File: src/sv/sbts_pkg.sv
// Shared types and constants for the subcarrier bin threshold slicer.
// Used by the controller, the datapath, the top level and the checker.
// No dependencies.
package sbts_pkg;

  // Default geometry, used as the defaults of the top level's parameters
  localparam int MAX_SUBCARRIERS = 4;
  localparam int SAMPLE_WIDTH    = 16;
  localparam int COUNT_WIDTH     = 32;

  // Fixed field widths
  localparam int MAG_W       = 16;
  localparam int BITS_W      = 4;
  localparam int CFG_DATA_W  = 16;
  localparam int CFG_INDEX_W = 3;
  localparam int NUM_SUB_W   = 3;
  localparam int SUB_REGS    = 4;

  localparam logic [MAG_W-1:0]      MAG_MAX       = 16'hFFFF;
  localparam logic [CFG_DATA_W-1:0] SYM_LEN_RESET = 16'd64;

  // Configuration register map
  typedef enum logic [CFG_INDEX_W-1:0] {
    REG_THRESHOLD  = 3'd0,
    REG_SYM_LEN    = 3'd1,
    REG_NUM_SUB    = 3'd2,
    REG_PICK_POS_0 = 3'd3,
    REG_PICK_POS_1 = 3'd4,
    REG_PICK_POS_2 = 3'd5,
    REG_PICK_POS_3 = 3'd6
  } cfg_reg_t;

  // Controller states
  typedef enum logic [2:0] {
    ST_IDLE,
    ST_SQ_I,
    ST_SQ_Q,
    ST_SUM,
    ST_ROOT,
    ST_DONE
  } state_t;

  // Controller to datapath commands
  typedef struct packed {
    logic load;
    logic square_i;
    logic square_q;
    logic sum;
    logic root_step;
    logic commit;
  } dp_cmd_t;

  // Datapath to controller status
  typedef struct packed {
    logic root_last;
    logic out_busy;
  } dp_status_t;

endpackage

File: src/sv/sbts_ctrl.sv
// Sequencing controller for the slicer: squares, sum, root loop, commit.
// Depends on sbts_pkg (state and command/status types).
module sbts_ctrl (
  input  logic                   clk,
  input  logic                   rst,
  input  logic                   in_valid,
  output logic                   in_ready,
  input  sbts_pkg::dp_status_t   status,
  output sbts_pkg::dp_cmd_t      cmd
);

  sbts_pkg::state_t state;
  sbts_pkg::state_t state_next;

  // State register
  always_ff @(posedge clk) begin
    if (rst) begin
      state <= sbts_pkg::ST_IDLE;
    end else begin
      state <= state_next;
    end
  end

  // Next state
  always_comb begin
    state_next = state;
    unique case (state)
      sbts_pkg::ST_IDLE: begin
        if (in_valid) state_next = sbts_pkg::ST_SQ_I;
      end
      sbts_pkg::ST_SQ_I: state_next = sbts_pkg::ST_SQ_Q;
      sbts_pkg::ST_SQ_Q: state_next = sbts_pkg::ST_SUM;
      sbts_pkg::ST_SUM:  state_next = sbts_pkg::ST_ROOT;
      sbts_pkg::ST_ROOT: begin
        if (status.root_last) state_next = sbts_pkg::ST_DONE;
      end
      sbts_pkg::ST_DONE: begin
        if (!status.out_busy) state_next = sbts_pkg::ST_IDLE;
      end
      default: state_next = sbts_pkg::ST_IDLE;
    endcase
  end

  // Outputs
  always_comb begin
    cmd      = '0;
    in_ready = 1'b0;
    unique case (state)
      sbts_pkg::ST_IDLE: begin
        in_ready = 1'b1;
        cmd.load = in_valid;
      end
      sbts_pkg::ST_SQ_I: cmd.square_i  = 1'b1;
      sbts_pkg::ST_SQ_Q: cmd.square_q  = 1'b1;
      sbts_pkg::ST_SUM:  cmd.sum       = 1'b1;
      sbts_pkg::ST_ROOT: cmd.root_step = 1'b1;
      sbts_pkg::ST_DONE: cmd.commit    = !status.out_busy;
      default: cmd = '0;
    endcase
  end

endmodule

File: src/sv/sbts_dp.sv
// Datapath for the slicer: config registers, squarer, bit-serial root,
// sample counter, per-subcarrier offsets and the output register.
// Depends on sbts_pkg (widths, register map, command/status types).
module sbts_dp #(
  parameter int SAMPLE_WIDTH    = sbts_pkg::SAMPLE_WIDTH,
  parameter int COUNT_WIDTH     = sbts_pkg::COUNT_WIDTH,
  parameter int MAX_SUBCARRIERS = sbts_pkg::MAX_SUBCARRIERS
) (
  input  logic                                 clk,
  input  logic                                 rst,
  input  logic                                 cfg_wr_en,
  input  logic [sbts_pkg::CFG_INDEX_W-1:0]     cfg_index,
  input  logic [sbts_pkg::CFG_DATA_W-1:0]      cfg_data,
  input  logic signed [SAMPLE_WIDTH-1:0]       sample_i,
  input  logic signed [SAMPLE_WIDTH-1:0]       sample_q,
  input  sbts_pkg::dp_cmd_t                    cmd,
  output sbts_pkg::dp_status_t                 status,
  input  logic                                 out_ready,
  output logic                                 out_valid,
  output logic [sbts_pkg::MAG_W-1:0]           magnitude,
  output logic [sbts_pkg::BITS_W-1:0]          bit_valid_mask,
  output logic [sbts_pkg::BITS_W-1:0]          bit_values
);

  localparam int RW     = SAMPLE_WIDTH;
  localparam int SQ_W   = 2 * SAMPLE_WIDTH;
  localparam int REM_W  = RW + 3;
  localparam int ITER_W = $clog2(RW);
  localparam int RWE    = (RW > sbts_pkg::MAG_W) ? RW : sbts_pkg::MAG_W;

  // Configuration registers
  logic [sbts_pkg::CFG_DATA_W-1:0] threshold;
  logic [sbts_pkg::CFG_DATA_W-1:0] sym_len;
  logic [sbts_pkg::NUM_SUB_W-1:0]  num_subcarriers;
  logic [sbts_pkg::CFG_DATA_W-1:0] pick_pos [sbts_pkg::SUB_REGS];

  always_ff @(posedge clk) begin
    if (rst) begin
      threshold       <= '0;
      sym_len         <= sbts_pkg::SYM_LEN_RESET;
      num_subcarriers <= '0;
      for (int k = 0; k < sbts_pkg::SUB_REGS; k++) pick_pos[k] <= '0;
    end else if (cfg_wr_en) begin
      unique case (sbts_pkg::cfg_reg_t'(cfg_index))
        sbts_pkg::REG_THRESHOLD:  threshold       <= cfg_data;
        sbts_pkg::REG_SYM_LEN:    sym_len         <= cfg_data;
        sbts_pkg::REG_NUM_SUB:    num_subcarriers <= cfg_data[sbts_pkg::NUM_SUB_W-1:0];
        sbts_pkg::REG_PICK_POS_0: pick_pos[0]     <= cfg_data;
        sbts_pkg::REG_PICK_POS_1: pick_pos[1]     <= cfg_data;
        sbts_pkg::REG_PICK_POS_2: pick_pos[2]     <= cfg_data;
        sbts_pkg::REG_PICK_POS_3: pick_pos[3]     <= cfg_data;
        default: ;
      endcase
    end
  end

  // Absolute values captured with the request
  logic [RW-1:0] abs_i;
  logic [RW-1:0] abs_q;

  always_ff @(posedge clk) begin
    if (cmd.load) begin
      abs_i <= sample_i[RW-1] ? $unsigned(-sample_i) : $unsigned(sample_i);
      abs_q <= sample_q[RW-1] ? $unsigned(-sample_q) : $unsigned(sample_q);
    end
  end

  // Shared squarer, product registered before the add
  logic [RW-1:0]   mul_a;
  logic [SQ_W-1:0] product;
  logic [SQ_W-1:0] prod_reg;
  logic [SQ_W-1:0] radicand;

  assign mul_a   = cmd.square_q ? abs_q : abs_i;
  assign product = SQ_W'(mul_a) * SQ_W'(mul_a);

  // Bit-serial restoring square root, one result bit per cycle
  logic [REM_W-1:0]  rem;
  logic [RW-1:0]     root;
  logic [ITER_W-1:0] iter;
  logic [REM_W-1:0]  rem_shift;
  logic [REM_W-1:0]  trial;
  logic              trial_ok;

  assign rem_shift = {rem[REM_W-3:0], radicand[SQ_W-1 -: 2]};
  assign trial     = {1'b0, root, 2'b01};
  assign trial_ok  = rem_shift >= trial;

  always_ff @(posedge clk) begin
    if (cmd.square_i || cmd.square_q) prod_reg <= product;
    if (cmd.square_q) radicand <= prod_reg;
    if (cmd.sum) begin
      radicand <= radicand + prod_reg;
      rem      <= '0;
      root     <= '0;
      iter     <= '0;
    end
    if (cmd.root_step) begin
      rem      <= trial_ok ? (rem_shift - trial) : rem_shift;
      root     <= {root[RW-2:0], trial_ok};
      radicand <= radicand << 2;
      iter     <= iter + ITER_W'(1);
    end
  end

  assign status.root_last = (iter == ITER_W'(RW - 1));
  assign status.out_busy  = out_valid && !out_ready;

  // Saturate the root to the magnitude field
  logic [RWE-1:0]            root_ext;
  logic [sbts_pkg::MAG_W-1:0] mag_sat;
  logic                       mag_ge;

  assign root_ext = RWE'(root);
  assign mag_sat  = (root_ext > RWE'(sbts_pkg::MAG_MAX)) ? sbts_pkg::MAG_MAX
                                                         : root_ext[sbts_pkg::MAG_W-1:0];
  assign mag_ge   = mag_sat >= threshold;

  // Sample counter, per-subcarrier offsets and hit detection
  logic [COUNT_WIDTH-1:0]     sample_counter;
  logic [COUNT_WIDTH-1:0]     period_offset [MAX_SUBCARRIERS];
  logic [MAX_SUBCARRIERS-1:0] hit_now;
  logic [MAX_SUBCARRIERS-1:0] hits;

  for (genvar j = 0; j < MAX_SUBCARRIERS; j++) begin : g_sub
    logic [sbts_pkg::CFG_DATA_W-1:0] idx;
    logic                            active;
    if (j < sbts_pkg::SUB_REGS) begin : g_reg
      assign idx = pick_pos[j];
    end else begin : g_zero
      assign idx = '0;
    end
    assign active     = 4'(j) < {1'b0, num_subcarriers};
    assign hit_now[j] = active &&
                        (sample_counter == (COUNT_WIDTH'(idx) + period_offset[j]));

    always_ff @(posedge clk) begin
      if (rst) begin
        period_offset[j] <= '0;
      end else if (cmd.commit && hits[j]) begin
        period_offset[j] <= period_offset[j] + COUNT_WIDTH'(sym_len);
      end
    end
  end

  always_ff @(posedge clk) begin
    if (cmd.square_i) hits <= hit_now;
  end

  always_ff @(posedge clk) begin
    if (rst) begin
      sample_counter <= '0;
    end else if (cmd.commit) begin
      sample_counter <= sample_counter + COUNT_WIDTH'(1);
    end
  end

  // Output register
  logic [MAX_SUBCARRIERS-1:0] out_mask;
  logic [MAX_SUBCARRIERS-1:0] out_vals;

  always_ff @(posedge clk) begin
    if (rst) begin
      out_valid <= 1'b0;
    end else if (cmd.commit) begin
      out_valid <= 1'b1;
    end else if (out_ready) begin
      out_valid <= 1'b0;
    end
  end

  always_ff @(posedge clk) begin
    if (cmd.commit) begin
      magnitude <= mag_sat;
      out_mask  <= hits;
      out_vals  <= hits & {MAX_SUBCARRIERS{mag_ge}};
    end
  end

  // Map subcarrier bits onto the fixed-width result fields
  for (genvar k = 0; k < sbts_pkg::BITS_W; k++) begin : g_bits
    if (k < MAX_SUBCARRIERS) begin : g_on
      assign bit_valid_mask[k] = out_mask[k];
      assign bit_values[k]     = out_vals[k];
    end else begin : g_off
      assign bit_valid_mask[k] = 1'b0;
      assign bit_values[k]     = 1'b0;
    end
  end

endmodule

File: src/sv/subcarrier_bin_threshold_slicer.sv
// Subcarrier bin threshold slicer: magnitude of each I/Q request, plus a
// threshold bit for each watched subcarrier position.
// Input channel: in_valid/in_ready with sample_i, sample_q. One result per
// request on out_valid/out_ready: magnitude, bit_valid_mask, bit_values.
// Configuration: cfg_wr_en, cfg_index, cfg_data; 0 threshold, 1 symbol length,
// 2 num_subcarriers, 3..6 pick positions 0..3. Write only while the block is idle.
// An accepted request passes the squares of I and Q on the shared squarer,
// one add, and the square root, which resolves one result bit per cycle;
// the result is then committed to the output register. A new request is
// taken only after the previous one has been committed.
// A finished result sits in the output register while the next request is
// taken and worked on; if the receiver still stalls when the next result is
// ready, the block holds that result internally and takes no new request.
// Reset (rst, synchronous): registers to threshold 0, symbol length 64,
// num_subcarriers 0, pick positions 0; sample counter and offsets to zero;
// output empty. No clearing pass is needed.
// Depends on sbts_pkg, sbts_ctrl, sbts_dp.
module subcarrier_bin_threshold_slicer #(
  parameter int MAX_SUBCARRIERS = sbts_pkg::MAX_SUBCARRIERS,
  parameter int SAMPLE_WIDTH    = sbts_pkg::SAMPLE_WIDTH,
  parameter int COUNT_WIDTH     = sbts_pkg::COUNT_WIDTH
) (
  input  logic                             clk,
  input  logic                             rst,
  input  logic                             cfg_wr_en,
  input  logic [sbts_pkg::CFG_INDEX_W-1:0] cfg_index,
  input  logic [sbts_pkg::CFG_DATA_W-1:0]  cfg_data,
  input  logic                             in_valid,
  output logic                             in_ready,
  input  logic signed [SAMPLE_WIDTH-1:0]   sample_i,
  input  logic signed [SAMPLE_WIDTH-1:0]   sample_q,
  output logic                             out_valid,
  input  logic                             out_ready,
  output logic [sbts_pkg::MAG_W-1:0]       magnitude,
  output logic [sbts_pkg::BITS_W-1:0]      bit_valid_mask,
  output logic [sbts_pkg::BITS_W-1:0]      bit_values
);

  sbts_pkg::dp_cmd_t    cmd;
  sbts_pkg::dp_status_t status;

  // Sequencer
  sbts_ctrl u_ctrl (
    .clk      (clk),
    .rst      (rst),
    .in_valid (in_valid),
    .in_ready (in_ready),
    .status   (status),
    .cmd      (cmd)
  );

  // Datapath
  sbts_dp #(
    .SAMPLE_WIDTH    (SAMPLE_WIDTH),
    .COUNT_WIDTH     (COUNT_WIDTH),
    .MAX_SUBCARRIERS (MAX_SUBCARRIERS)
  ) u_dp (
    .clk            (clk),
    .rst            (rst),
    .cfg_wr_en      (cfg_wr_en),
    .cfg_index      (cfg_index),
    .cfg_data       (cfg_data),
    .sample_i       (sample_i),
    .sample_q       (sample_q),
    .cmd            (cmd),
    .status         (status),
    .out_ready      (out_ready),
    .out_valid      (out_valid),
    .magnitude      (magnitude),
    .bit_valid_mask (bit_valid_mask),
    .bit_values     (bit_values)
  );

endmodule

File: config.mk
export PLATFORM = sky130hd
export DESIGN_NAME = subcarrier_bin_threshold_slicer
export DESIGN_NICKNAME = d
export VERILOG_FILES = /design/src/sv/sbts_pkg.sv /design/src/sv/sbts_ctrl.sv /design/src/sv/sbts_dp.sv /design/src/sv/subcarrier_bin_threshold_slicer.sv
export SDC_FILE = /design/constraint.sdc
export NUM_CORES = 2
export LEC_CHECK = 0
export ABC_AREA = 0
export BUFFER_PORTS_ARGS = -buffer_cell sky130_fd_sc_hd__buf_2
export CORE_ASPECT_RATIO = 0.6
export CORE_MARGIN = 1.5
export CORE_UTILIZATION = 60
export CTS_CLUSTER_DIAMETER = 80
export CTS_CLUSTER_SIZE = 16
export DETAILED_ROUTE_END_ITERATION = 16
export PLACE_DENSITY = 0.77
export SYNTH_ARGS = -nofsm -noshare
export SYNTH_HDL_FRONTEND = slang
export SYNTH_SLANG_ARGS = --single-unit
File: constraint.sdc
create_clock -name clk -period 9.18 [get_ports clk]
set_clock_uncertainty 0.2 [all_clocks]
set_input_delay 0.459 -clock clk [delete_from_list [all_inputs] [get_ports clk]]
set_output_delay 0.459 -clock clk [all_outputs]
set_load 0.01 [all_outputs]
== Yosys cells after proc, flatten, opt, wreduce, memory -nomap -nowiden ==
Memory sizes are Yosys's and may differ from the RTL's.
Index checks and enable logic that the tools add are counted.

* Add/subtract/negate cells: 14
* Multiply operators: 1
* Div/mod/pow operators: 0
* Magnitude comparators: 7
* Eq/ne operators: 19
* Shifts and indexed selects: 0
* Mux-type cells: 65
* Bitwise logic cells: 9
* Reduce and logical (&&, ||, !) cells: 22

{| class="wikitable"
|+ Operator list
! cell !! count
|-
| two-way mux 32 bit || 7
|-
| adder 16 x 32 -> 32 bit || 4
|-
| adder 32 x 16 -> 32 bit || 4
|-
| equality test 32 bit || 4
|-
| two-way mux 16 bit || 8
|-
| two-way mux 17 bit || 3
|-
| two-way mux 1 bit || 39
|-
| adder 32 x 1 -> 32 bit, second input constant || 1
|-
| adder 32 bit || 1
|-
| multiplier 16 x 16 -> 32 bit || 1
|-
| negator 16 bit || 2
|-
| two-way mux 15 bit || 2
|-
| greater-or-equal comparator 19 x 18 -> 1 bit || 1
|-
| one-hot mux 3 bit (6 select lines) || 1
|-
| subtractor 17 bit || 1
|-
| greater-or-equal comparator 16 bit || 1
|-
| > comparator 16 bit, second input constant || 1
|-
| equality test 3 bit, second input constant || 5
|-
| equality test 3 x 2 -> 1 bit, second input constant || 4
|-
| logical AND 1 bit || 9
|-
| two-way mux 3 bit || 3
|-
| two-way mux 4 bit || 2
|-
| bitwise OR 1 bit || 8
|-
| equality test 3 x 1 -> 1 bit, second input constant || 2
|-
| 13 further kinds || 23
|}

* Flip-flop bits (word level): 232
* Latch bits: 0
* RAM bits: 192
* ROM bits: 0
* Input bits: 56
* Output and inout bits: 26
* Word-level logic and storage cells: 159
* Memories kept: 2

{| class="wikitable"
|+ Memory list
! memory !! depth !! bits a word !! rd ports !! clocked after Yosys merged registers in !! wr ports !! line !! RTL
|-
| u_dp.period_offset || 4 || 32 || 4 || 0 || 4 || sbts_dp.sv:121 || <nowiki>logic [COUNT_WIDTH-1:0] period_offset [MAX_SUBCARRIERS];</nowiki>
|-
| u_dp.pick_pos || 4 || 16 || 4 || 0 || 4 || sbts_dp.sv:35 || <nowiki>logic [sbts_pkg::CFG_DATA_W-1:0] pick_pos [sbts_pkg::SUB_REGS];</nowiki>
|}

== Longest topological paths before layout ==
* Depth in word-level cells: 9
* Gate-level depth with buffers: 32
* Mapped depth without buffers: 29

== Hierarchy ==
From an unflattened synthesis, not the netlist that was laid out.

* Cell total of the unflattened synthesis: 3826
* Area total of the unflattened synthesis: 35758.0 um^2

{| class="wikitable"
|+ Modules (own cells, without submodules)
! module !! times used !! cells each !! area an instance (um^2) !! sequential area each (um^2)
|-
| sbts_dp || 1 || 3804 || 35572.9 || 11911.4
|-
| sbts_ctrl || 1 || 22 || 185.2 || 60.1
|}

== Worst setup path after synthesis ==
No wires, ideal clock.

* Kind: register to register
* From: register u_ctrl.state[0]
* To: register u_dp.prod_reg[20] (data pin)
* Library setup time: 0.259 ns
* Arrival: 7.505 ns
* Data required time: 8.721 ns
* Slack: 1.216 ns
* Stages on the path, launching flop included: 31
* Path buffers: 2
* Clock period less this slack: 7.964 ns
* Cell sequence: dfxtp_1 clkbuf_1 nor2_1 and2_0 clkbuf_1 mux2i_1 clkinv_1 nand2_1 inv_1 fa_1 inv_1 fa_1 inv_1 fa_1 inv_1 fa_1 inv_1 fa_1 inv_1 fa_1 inv_1 ha_1 a211o_1 a31oi_1 o21ai_1 a21oi_1 nor2b_1 or4_1 a41o_1 a21oi_1 xnor2_1

* Cells in the longest elaborated chain, start to end: 4

{| class="wikitable"
|+ RTL lines
! element !! line !! RTL
|-
| start: declaration || sbts_ctrl.sv:12 || <nowiki>sbts_pkg::state_t state;</nowiki>
|-
| start signal: assignment || sbts_ctrl.sv:18 || <nowiki>state <= sbts_pkg::ST_IDLE;</nowiki>
|-
| start signal: assignment || sbts_ctrl.sv:20 || <nowiki>state <= state_next;</nowiki>
|-
| equality test 3 x 2 -> 1 bit || sbts_ctrl.sv:48 || <nowiki>unique case (state)</nowiki>
|-
| two-way mux 1 bit || sbts_ctrl.sv:48 ||
|-
| two-way mux 16 bit || sbts_dp.sv:74 || <nowiki>assign mul_a = cmd.square_q ? abs_q : abs_i;</nowiki>
|-
| multiplier 16 x 16 -> 32 bit || sbts_dp.sv:75 || <nowiki>assign product = SQ_W'(mul_a) * SQ_W'(mul_a);</nowiki>
|-
| via u_dp.product[20] || sbts_dp.sv:70 || <nowiki>logic [SQ_W-1:0] product;</nowiki>
|-
| end signal: assignment || sbts_dp.sv:90 || <nowiki>if (cmd.square_i || cmd.square_q) prod_reg <= product;</nowiki>
|-
| end: declaration || sbts_dp.sv:71 || <nowiki>logic [SQ_W-1:0] prod_reg;</nowiki>
|}

The timed path passes the listed nets, and every way through them passes these cells.
A chain may end at the register's enable or synchronous reset.

== Worst setup path after layout ==
* From: register u_ctrl.state[0]
* To: register u_dp.prod_reg[31] (data pin)

The elaborated chain is that of the path after synthesis.

==> reports/results.tsv <==
stage	metric	value	unit
job	max cap viols	0	
synth	Post-synth EDFFs	350	
clocking	CTS sink cnt	423	
synth	synthesized flop and latch total	423	
synth	Post-Syn Area	35200	sq um
grt	grt met2 use	0.405	
finish	Layout Area Growth over Synthesis	7.22	%
synth	syn avg cell area	9.44	sq um
grt	global-route wire length before repair	152	mm
grt	met1 usage	0.535	
clocking	CTS root buffer	clkbuf_16	
floorplanning	Initial Utilization	0.610	
critical_path	Required @ worst endpoint	9.38	ns
grt	vias in the first global route	26100	
critical_path	Worst EP arrival	8.73	ns
critical_path	CP Max Fanout	20	
finish	biggest regs	u_dp.period_offset x128, u_dp.pick_pos x64	
clocking	post-cts resize count	0	
pwr	PD cells	429	nW/um^2
finish	Final Util	0.654	
pwr	maximum vdd drop	1.15	mV
run_status	status	finished, violations left	
sta	RSZ-0062 raised after global routing	no	
sta	max-slew violations	0	
clocking	htree depth	1	
pwr	Sequential Power Share	0.185	
pwr	NetSw	0.00773	W
drt	DRT Pass-1 Iters	11	
synth	ys async rst share	0	
floorplanning	Die ar.	60200	sq um
grt	initial antenna violation count	5	
critical_path	FF-to-FF setup slack	0.66	ns
drt	Detailed Route WL	97.9	mm
grt	met3 Resource Use GR	0.122	
pwr	Comb power frac	0.732	
floorplanning	Core ar.	57800	sq um
synth	Yosys Warn Count	0	
floorplanning	Die Y	191	um
drt	Routed Antenna Nets	0	
grt	largest net degree at the start of global routing	79	
synth	Mapped Nets	4250	
critical_path	critical path class	reg -> reg	
drt	wire length per cell	21.3	um
synth	Synth area leaders	edfxtp_1 30%, ha_1 10%, fa_1 9.7%	
drt	DRC	12	
clocking	clk buf depth	3	
sta	worst-margin pin slew	1.27	ns
synth	synth unique cells	92	
finish	Fillers	4644	
pwr	Clock Power Share	0.083	
synth	Top FF cell, synth	edfxtp_1	
finish	max FFs per register	128	
critical_path	startpoint types	flip-flop	
grt	total congestion overflow	0	
finish	Most flops, register	u_dp.period_offset	
clocking	total clock buffers created by CTS	30	
critical_path	CP max stage delay	0.63	ns
sta	post-route minimum period	8.52	ns
clocking	Clock transition at path regs	0.07	ns
critical_path	Reg2Reg Launch Point	u_ctrl.state[0]	
min_path	Worst Hold Launch	sample_i[3]	
finish	most frequent cells in the layout	350 x nor2_1, 350 x edfxtp_1, 343 x inv_1	
finish	Nets	4320	
critical_path	origin of the worst setup path	u_ctrl.state[0]	
sta	Final Hold Vio Count	0	
drt	Avg Vias per Cell	6.14	
critical_path	CP Capture Type	flip-flop	
sta	final period utilization	0.928	
synth	leading area contributor after synthesis	edfxtp_1	
floorplanning	boundary pin count	82	
clocking	CTS tree	built	
sta	TNS Setup	0	ns
synth	Synth Instances	3731	
floorplanning	Die Width	316	um
synth	sequential fraction of the synthesis area	0.340	
pwr	Switching Share	0.477	
drt	Initial DRC Count	3270	
grt	Overall Global Routing Usage	0.327	
min_path	HP Class	in -> reg	
finish	share of cells above drive strength 1	0.0554	
drt	total number of vias	28200	
clocking	clk_lat worst skew	0.66	ns
sta	Slew headroom	0.145	
grt	Most Used Layer, Global Route	met1	
sta	Max Freq	117	MHz
pwr	Int Pwr	0.00849	W
pwr	leakage	15.7	nW
run_status	violated checks	DRC	
sta	count of final setup violators	0	
synth	top cell type's share of synthesized area	0.298	
place	GPL Wtd Cong	1.01	
place	port buffer count	81	
critical_path	slowest CP cell	mux2i_1	
floorplanning	num rows	68	
place	DP Wirelength	77.1	mm
==> synthesized netlist by cell type, types with 26 or more instances <==
cell type	number
nand3_1	112
and3_1	41
and2_1	79
nand2b_1	39
o21a_1	34
ha_1	293
o31ai_1	28
dfxtp_1	73
xnor2_1	235
edfxtp_1	350
nor2b_1	32
a21oi_1	202
inv_1	343
fa_1	170
a211oi_1	26
o21ai_0	146
nand4_1	36
nand2_1	321
nor3_1	81
nor2_1	353
clkbuf_1	96
xor2_1	170
a21o_1	69
or3_1	30
mux2i_1	30
==> kinds of logic (layout without fill, tap and decap cells) <==
logic type | after synthesis | in the layout | synth area share
xor+xnor | 405 | 405 | 0.101
buf+inv | 470 | 564 | 0.0508
simple gates | 1206 | 1206 | 0.162
compound gates | 725 | 725 | 0.135
other cells | 0 | 2 | 0
fa+ha+maj | 463 | 463 | 0.201
flops | 423 | 423 | 0.340
mux | 39 | 39 | 0.0114
==> stage by stage <==
step	power, W	setup slack (ns)	hold WS (ns)	cell area (sq um)	instances
2_1_floorplan	0.0119	1.22	0.226	35200	3731
5_1_grt	0.0176	0.185	0.0201	37800	4595
4_1_cts	0.0160	0.737	0.00167	37800	4595
6_report	0.0162	0.657	0.0317	37800	4597
3_5_place_dp	0.0146	0.744	0.248	36500	4502
3_3_place_gp	0.0143	1.10	0.245	36500	4502
==> final timing paths <==
check | to | depth (start not counted)
worst max-delay path | u_dp.prod_reg[31] | 28
worst min-delay path | u_dp.abs_i[3] | 2
worst max register to register | u_dp.prod_reg[31] | 28
worst min register to register | u_dp.threshold[12] | 2
==> power groups by stage <==
stage               Sequential (W)  Clock [W]  Combinational (W)
floorplan                  0.00296          0            0.00891
global placement           0.00303          0             0.0113
detailed placement         0.00304          0             0.0116
CTS                        0.00299    0.00137             0.0117
global route               0.00302    0.00142             0.0132
finish                     0.00300    0.00135             0.0119
==> critical path: cells and delay by family (launching register included) <==
kind	cells	cell delay, ns
buffers and inverters	7	0.99
adders and majority gates	7	3.45
DFF	1	0.42
and+or+nand+nor	4	0.59
muxes	1	0.63
AOI/OAI and AO/OA	8	1.81
xor gates and xnor gates	1	0.14
==> layer usage <==
layer | share of wire | up-vias | wire [um]
met5 | 0.000072 | - | 7
met4 | 0.010 | 2 | 1020
met3 | 0.16 | 78 | 15700
met2 | 0.36 | 1535 | 34800
met1 | 0.47 | 13400 | 46300
li1 | - | 13200 | -
==> repair_timing <==
item,CTS,global route
hold endpoints to repair,43,0
buffers inserted,0,0
hold buffers,37,0
==> layout make-up <==
class / instances / area (sq um) / share of cell area
well taps: 770 / 963 / 0.0255
clock inverters: 2 / 35.0 / 0.000927
inverters: 348 / 1310 / 0.0346
diodes: 2 / 5.00 / 0.000132
multi-input cells: 2838 / 21500 / 0.570
flip-flops and latches: 423 / 12000 / 0.317
clock buffers: 54 / 872 / 0.0231
repair buffers: 160 / 1090 / 0.0289
(Power assumes the default switching activity.)
